File: src/rtl/assert_macros.svh
// ----------------------------------------------------------------------------
// Assertion macros
// Shared concurrent assertion forms, clocked on clk, disabled during reset.
// ----------------------------------------------------------------------------
`ifndef ASSERT_MACROS_SVH
`define ASSERT_MACROS_SVH

// Same-cycle implication
`define ASSERT_IMPL(lbl, ante, cons, msg) \
  lbl: assert property (@(posedge clk) disable iff (!rst_n) (ante) |-> (cons)) \
    else $error(msg);

// Next-cycle implication
`define ASSERT_NEXT(lbl, ante, cons, msg) \
  lbl: assert property (@(posedge clk) disable iff (!rst_n) (ante) |=> (cons)) \
    else $error(msg);

`endif

File: src/rtl/msm_pkg.sv
// ----------------------------------------------------------------------------
// msm_pkg
// Types, codes and sizes shared by the string matcher modules.
// ----------------------------------------------------------------------------
package msm_pkg;

  localparam int NODES       = 4096;
  localparam int ALPHABET    = 26;
  localparam int NODE_W      = $clog2(NODES);
  localparam int CNT_W       = $clog2(NODES + 1);
  localparam int SYM_W       = 5;
  localparam int OP_W        = 3;
  localparam int TOT_W       = 16;
  localparam int STAT_W      = 2;
  localparam int CHILD_DEPTH = NODES * ALPHABET;
  localparam int CADDR_W     = $clog2(CHILD_DEPTH);

  // Input op codes
  localparam logic [OP_W-1:0] OP_CLEAR = 3'd0;
  localparam logic [OP_W-1:0] OP_PSYM  = 3'd1;
  localparam logic [OP_W-1:0] OP_PEND  = 3'd2;
  localparam logic [OP_W-1:0] OP_BUILD = 3'd3;
  localparam logic [OP_W-1:0] OP_TSYM  = 3'd4;
  localparam logic [OP_W-1:0] OP_TEND  = 3'd5;

  // Result status codes
  localparam logic [STAT_W-1:0] STAT_OK    = 2'd0;
  localparam logic [STAT_W-1:0] STAT_OVF   = 2'd1;
  localparam logic [STAT_W-1:0] STAT_EARLY = 2'd2;

  typedef struct packed {
    logic [OP_W-1:0]  op;
    logic [SYM_W-1:0] symbol;
  } in_item_t;

  typedef struct packed {
    logic [TOT_W-1:0]  match_count;
    logic [STAT_W-1:0] status;
  } out_item_t;

  // Datapath micro-operations
  typedef enum logic [4:0] {
    DP_NOP,
    DP_LATCH,
    DP_RESET_REGS,
    DP_ZERO_CHILD,
    DP_INS_RD,
    DP_INS_STEP,
    DP_CNT_RD_INS,
    DP_PEND_FIN,
    DP_BLD_INIT,
    DP_Q_RD,
    DP_U_LOAD,
    DP_RD_UC,
    DP_C_LOAD,
    DP_RD_PC,
    DP_P_STEP,
    DP_LINK_WR,
    DP_S_INC,
    DP_SWP_CLR,
    DP_VIS_CLR,
    DP_BLD_DONE,
    DP_EARLY,
    DP_T_INIT,
    DP_T_STEP,
    DP_VT_RD,
    DP_VT_STEP,
    DP_EMIT
  } dp_cmd_t;

  typedef struct packed {
    logic [OP_W-1:0] op;
    logic sym_ok;
    logic dropped;
    logic built;
    logic child_zero;
    logic pool_full;
    logic p_zero;
    logic u_zero;
    logic s_last;
    logic swp_last;
    logic vis_last;
    logic queue_empty;
    logic vis_set;
    logic out_busy;
  } dp_status_t;

endpackage

File: src/rtl/msm_ctrl.sv
// ----------------------------------------------------------------------------
// msm_ctrl
// Sequencer: decodes each transaction and steps the datapath through it.
// ----------------------------------------------------------------------------
module msm_ctrl import msm_pkg::*; (
  input  logic       clk,
  input  logic       rst_n,
  input  logic       in_valid,
  output logic       in_stall,
  input  dp_status_t status,
  output dp_cmd_t    cmd
);

  typedef enum logic [4:0] {
    S_RST, S_ZCHILD, S_IDLE, S_DISP, S_INS_STEP, S_PEND_FIN,
    S_B_POP, S_B_U, S_B_CRD, S_B_CCHK, S_B_PRD, S_B_PCHK, S_B_LINK,
    S_VIS, S_B_DONE, S_T_RD, S_T_CHK, S_T_VIS, S_T_VCHK, S_E_WAIT
  } state_t;

  state_t state_r, state_nxt;

  // State register
  always_ff @(posedge clk) begin
    if (!rst_n) begin
      state_r <= S_RST;
    end else begin
      state_r <= state_nxt;
    end
  end

  assign in_stall = (state_r != S_IDLE);

  // Next state and micro-op
  always_comb begin
    state_nxt = state_r;
    cmd       = DP_NOP;
    unique case (state_r)
      S_RST: begin
        cmd       = DP_RESET_REGS;
        state_nxt = S_ZCHILD;
      end
      S_ZCHILD: begin
        cmd = DP_ZERO_CHILD;
        if (status.swp_last) state_nxt = S_IDLE;
      end
      S_IDLE: begin
        if (in_valid) begin
          cmd       = DP_LATCH;
          state_nxt = S_DISP;
        end
      end
      S_DISP: begin
        unique case (status.op)
          OP_CLEAR: begin
            cmd       = DP_RESET_REGS;
            state_nxt = S_ZCHILD;
          end
          OP_PSYM: begin
            cmd       = DP_INS_RD;
            state_nxt = (status.sym_ok && !status.dropped) ? S_INS_STEP : S_IDLE;
          end
          OP_PEND: begin
            cmd       = DP_CNT_RD_INS;
            state_nxt = S_PEND_FIN;
          end
          OP_BUILD: begin
            cmd       = DP_BLD_INIT;
            state_nxt = S_B_POP;
          end
          OP_TSYM: begin
            if (!status.built) begin
              cmd       = DP_EARLY;
              state_nxt = S_IDLE;
            end else if (!status.sym_ok) begin
              state_nxt = S_IDLE;
            end else begin
              cmd       = DP_T_INIT;
              state_nxt = S_T_RD;
            end
          end
          OP_TEND: state_nxt = S_E_WAIT;
          default: state_nxt = S_IDLE;
        endcase
      end
      S_INS_STEP: begin
        cmd       = DP_INS_STEP;
        state_nxt = (status.child_zero && !status.pool_full) ? S_ZCHILD : S_IDLE;
      end
      S_PEND_FIN: begin
        cmd       = DP_PEND_FIN;
        state_nxt = S_IDLE;
      end
      // Breadth-first link build
      S_B_POP: begin
        if (status.queue_empty) begin
          cmd       = DP_SWP_CLR;
          state_nxt = S_VIS;
        end else begin
          cmd       = DP_Q_RD;
          state_nxt = S_B_U;
        end
      end
      S_B_U: begin
        cmd       = DP_U_LOAD;
        state_nxt = S_B_CRD;
      end
      S_B_CRD: begin
        cmd       = DP_RD_UC;
        state_nxt = S_B_CCHK;
      end
      S_B_CCHK: begin
        if (status.child_zero) begin
          cmd       = DP_S_INC;
          state_nxt = status.s_last ? S_B_POP : S_B_CRD;
        end else begin
          cmd       = DP_C_LOAD;
          state_nxt = status.u_zero ? S_B_LINK : S_B_PRD;
        end
      end
      S_B_PRD: begin
        cmd       = DP_RD_PC;
        state_nxt = S_B_PCHK;
      end
      S_B_PCHK: begin
        cmd       = DP_P_STEP;
        state_nxt = (!status.child_zero || status.p_zero) ? S_B_LINK : S_B_PRD;
      end
      S_B_LINK: begin
        cmd       = DP_LINK_WR;
        state_nxt = status.s_last ? S_B_POP : S_B_CRD;
      end
      // Visited-mark sweep after build or text end
      S_VIS: begin
        cmd = DP_VIS_CLR;
        if (status.vis_last) state_nxt = (status.op == OP_BUILD) ? S_B_DONE : S_IDLE;
      end
      S_B_DONE: begin
        cmd       = DP_BLD_DONE;
        state_nxt = S_IDLE;
      end
      // Text walk
      S_T_RD: begin
        cmd       = DP_RD_PC;
        state_nxt = S_T_CHK;
      end
      S_T_CHK: begin
        cmd       = DP_T_STEP;
        state_nxt = (!status.p_zero && status.child_zero) ? S_T_RD : S_T_VIS;
      end
      S_T_VIS: begin
        if (status.p_zero) begin
          state_nxt = S_IDLE;
        end else begin
          cmd       = DP_VT_RD;
          state_nxt = S_T_VCHK;
        end
      end
      S_T_VCHK: begin
        if (status.vis_set) begin
          state_nxt = S_IDLE;
        end else begin
          cmd       = DP_VT_STEP;
          state_nxt = S_T_VIS;
        end
      end
      S_E_WAIT: begin
        if (!status.out_busy) begin
          cmd       = DP_EMIT;
          state_nxt = S_VIS;
        end
      end
      default: state_nxt = S_RST;
    endcase
  end

endmodule

File: config.mk
export PLATFORM = sky130hd
export DESIGN_NAME = msm_ctrl
export DESIGN_NICKNAME = d
export VERILOG_FILES = /design/src/rtl/assert_macros.svh /design/src/rtl/msm_pkg.sv /design/src/rtl/msm_ctrl.sv
export SDC_FILE = /design/constraint.sdc
export NUM_CORES = 1
export LEC_CHECK = 0
export BUFFER_PORTS_ARGS = -buffer_cell sky130_fd_sc_hd__buf_4
export CAP_MARGIN = 25
export CORE_MARGIN = 2
export CORE_UTILIZATION = 35
export DETAILED_ROUTE_END_ITERATION = 6
export GPL_TIMING_DRIVEN = 1
export PLACE_DENSITY = 0.61
export REMOVE_ABC_BUFFERS = 1
export SLEW_MARGIN = 40
export SYNTH_ARGS = -nofsm -noshare
export SYNTH_HDL_FRONTEND = slang
export SYNTH_SLANG_ARGS = --single-unit
File: constraint.sdc
create_clock -name clk -period 1.9 [get_ports clk]
set_clock_uncertainty 0.1 [all_clocks]
set_input_delay 0 -clock clk [delete_from_list [all_inputs] [get_ports clk]]
set_output_delay 0 -clock clk [all_outputs]
set_load 0.01 [all_outputs]
==> run metrics <==
global route total overflow 0; FP Rows 19; post-route ant nets 0; P_leak 0.5754 nW; CP Class flop to flop; Syn Inst Count ~160; worst r2r dst state_r[0]; final non-filler cell area between 1000 and 1500 um^2; pre-CTS setup slack 131.1 ps; die width ~58 um; Worst EP required approximately 2000 ps; first-pass GRT wire length ~6.3 mm; Vias per Instance between 6 and 7; Hold Path Origin status[3]; Setup violations, final 0; crit path launch type flop; initial core utilization 0.3670; critical-path cell list or3b_2, nor3_1, or2b_1, a31o_2, mux2i_1; Worst-Skew Late Latency 250 ps; family with the most delay on the worst path simple AND/OR/NAND/NOR gates; Fmax ~0.54 GHz; fillers between 200 and 300; synth warn 0; Period minus WS final between 1500 and 2000 ps; prevailing post-synth register cell dfxtp_1; peak supply drop roughly 820 uV; worst r2r src state_r[2]; Data arrival, critical path 1920 ps; routed vias approximately 1500; Initial DRC Count ~150; maxcap violations 0; DRT Wirelength roughly 4.1 mm; TritonCTS buffer count 3; Area growth, synth to finish 45.64%; fin crit share 0.9712; Post-route DRC 0; CTS sink cnt 5; 1st-pass router iterations 5; largest net degree at the start of global routing 14; total die area between 3000 and 4000 um^2; I/O Buffers 24; Reg power frac 0.136; R2R depth 5; Slew headroom 0.7270; commonest cells after routing, fill and taps aside buf_4, nand2_1, a21oi_1, o21ai_0, nor3_1; register area share after synthesis 0.09975; NumNets Final 219; Post-synth EDFFs 0; Final Max Slew Viols 0; FF-to-FF setup slack between 50 and 60 ps; maximum clock path buffer count 2; sw frac 0.4976; vias in the first global route between 1000 and 1500; GP Congestion between 0.9 and 1; layout cells sized above 1 0.3518; Internal 770.8 uW; Endpoint, Worst Hold state_r[1]; DR WL/cell between 15 and 20 um; status complete, no violations; Final Non-Filler Cells 230; logic gate share of total power 0.779; Total GRT Usage 0.2420; commonest non-fill, non-tap cell in the layout buf_4; Critical Path End Type flop; RSZ-0062 raised after global routing true; estimated wirelength of the detail-placed design 3.083 mm; Inserted Diodes 0; Min-Delay Path Class input pin to flop; WP buf/inv 0; CTS clk-pin slew, worst paths 50 ps; post-synth cell types 53; initial antenna violation count 0; Top Registers state_r (5); # IOs 25; placed cell areas roughly 1300 um^2; Crit Path Max Fanout 5; Biggest register state_r; CTS tree built; Clock power frac 0.086; P per Cell Area approximately 1000 nW/um^2; placed insts around 220; Core Area between 2000 and 3000 um^2; Slowest cell on crit path or3b_2; Worst-Margin Slew 408.6 ps; final setup margin 54.74 ps; H-tree levels 1; hold depth 3; slowest stage delay, CP between 400 and 500 ps; Root Driver clkbuf_4; floorplan die height 57.55 um; post-synthesis cell area ~1000 um^2; max FFs per register 5; Hold Vio Cnt, Final 0; asr flop ratio synth 0; Synth Register Bits 5; Post-Syn Area per Cell 6.391 um^2; Switch Pwr 763.5 uW
## logic make-up after synthesis
kind of cell | synth area share
AO/OA/AOI/OAI | 0.4314
buffers and inverters | 0.08978
flip-flops | 0.09975
multiplexers | 0.01995
AND/OR/NAND/NOR | 0.3591
## per-stage QoR
step	TNS [ps]	util	power, mW	hold WS (ps)
after floorplan	-89.11	-	0.7946	-10.96
after detailed placement	0	0.4929	1.289	156.5
after global placement	0	0.4929	1.298	163.6
final	0	0.5346	1.534	23.67
after CTS	0	0.5117	1.436	17.40
after global routing	-27.96	0.5346	1.626	45.70
## cells in the mapped netlist (all sizes together) (2+ instances only)
library cell | n | share of area
nand2 | 17 | 0.064
a21oi | 15 | 0.075
o21ai | 12 | 0.064
nor3 | 10 | 0.050
clkbuf | 8 | 0.031
nor2 | 8 | 0.030
inv | 7 | 0.026
nor2b | 7 | 0.044
buf | 5 | 0.029
dfxtp | 5 | 0.10
a31oi | 4 | 0.025
nand2b | 4 | 0.025
nand3 | 4 | 0.020
o22ai | 4 | 0.025
a211oi | 3 | 0.027
a32oi | 3 | 0.026
o311ai | 3 | 0.026
or3 | 3 | 0.024
a311oi | 2 | 0.017
mux2i | 2 | 0.020
nand4 | 2 | 0.012
nor3b | 2 | 0.015
nor4 | 2 | 0.019
o211ai | 2 | 0.015
o31ai | 2 | 0.015
or3b | 2 | 0.017
## layer usage
metal | global-route usage | part of all wire
met5 | 0 | 0
met4 | 0.07641 | 0.015
met3 | 0.03855 | 0.074
met2 | 0.3653 | 0.48
met1 | 0.3497 | 0.43
## how the worst max path moves through the flow
| stage | start | end | slack, ps | depth (start not counted) |
|---|---|---|---|---|
| final | state_r[2] | state_r[0] | 50 | 5 |
| after CTS | state_r[4] | cmd[3] | 10 | 6 |
| after global routing | state_r[2] | cmd[1] | -30 | 7 |
| after global placement | state_r[0] | state_r[2] | 100 | 5 |
| after detailed placement | state_r[4] | state_r[1] | 130 | 5 |
| after floorplan | state_r[2] | state_r[0] | -90 | 5 |
## worst register-to-register path: cells and delay by family, from the launching register on
| family | cells | cell delay (ps) |
|---|---|---|
| multiplexers | 1 | 110 |
| AO/OA/AOI/OAI | 1 | 200 |
| AND/OR/NAND/NOR | 3 | 990 |
| flip-flops | 1 | 370 |
## timing repair
item | in CTS | in global routing
buffers inserted | 0 | 2
resized for setup | 4 | 14
endpoints found under the setup margin | 5 | 5
hold buffers | 2 | 0
pin swaps | 0 | 3
hold endpoints to repair | 3 | 0
gates cloned | 0 | 0
## layout make-up
class	instances	area [um^2]	share of cell area
repair buffers	51	411.6	0.2817
multi-input cells	131	837.1	0.5728
inverters	8	37.54	0.02568
flip-flops and latches	5	110.1	0.07534
well taps	31	38.79	0.02654
clock buffers	4	26.28	0.01798
## power groups by stage
stage / logic, mW / registers (mW) / clock network (mW)
3_3_place_gp: 1.10 / 0.195 / 0
3_5_place_dp: 1.10 / 0.191 / 0
6_report: 1.19 / 0.208 / 0.132
5_1_grt: 1.27 / 0.213 / 0.140
4_1_cts: 1.11 / 0.195 / 0.132
2_1_floorplan: 0.542 / 0.253 / 0
Note: power is estimated with default switching activity, not from simulation.
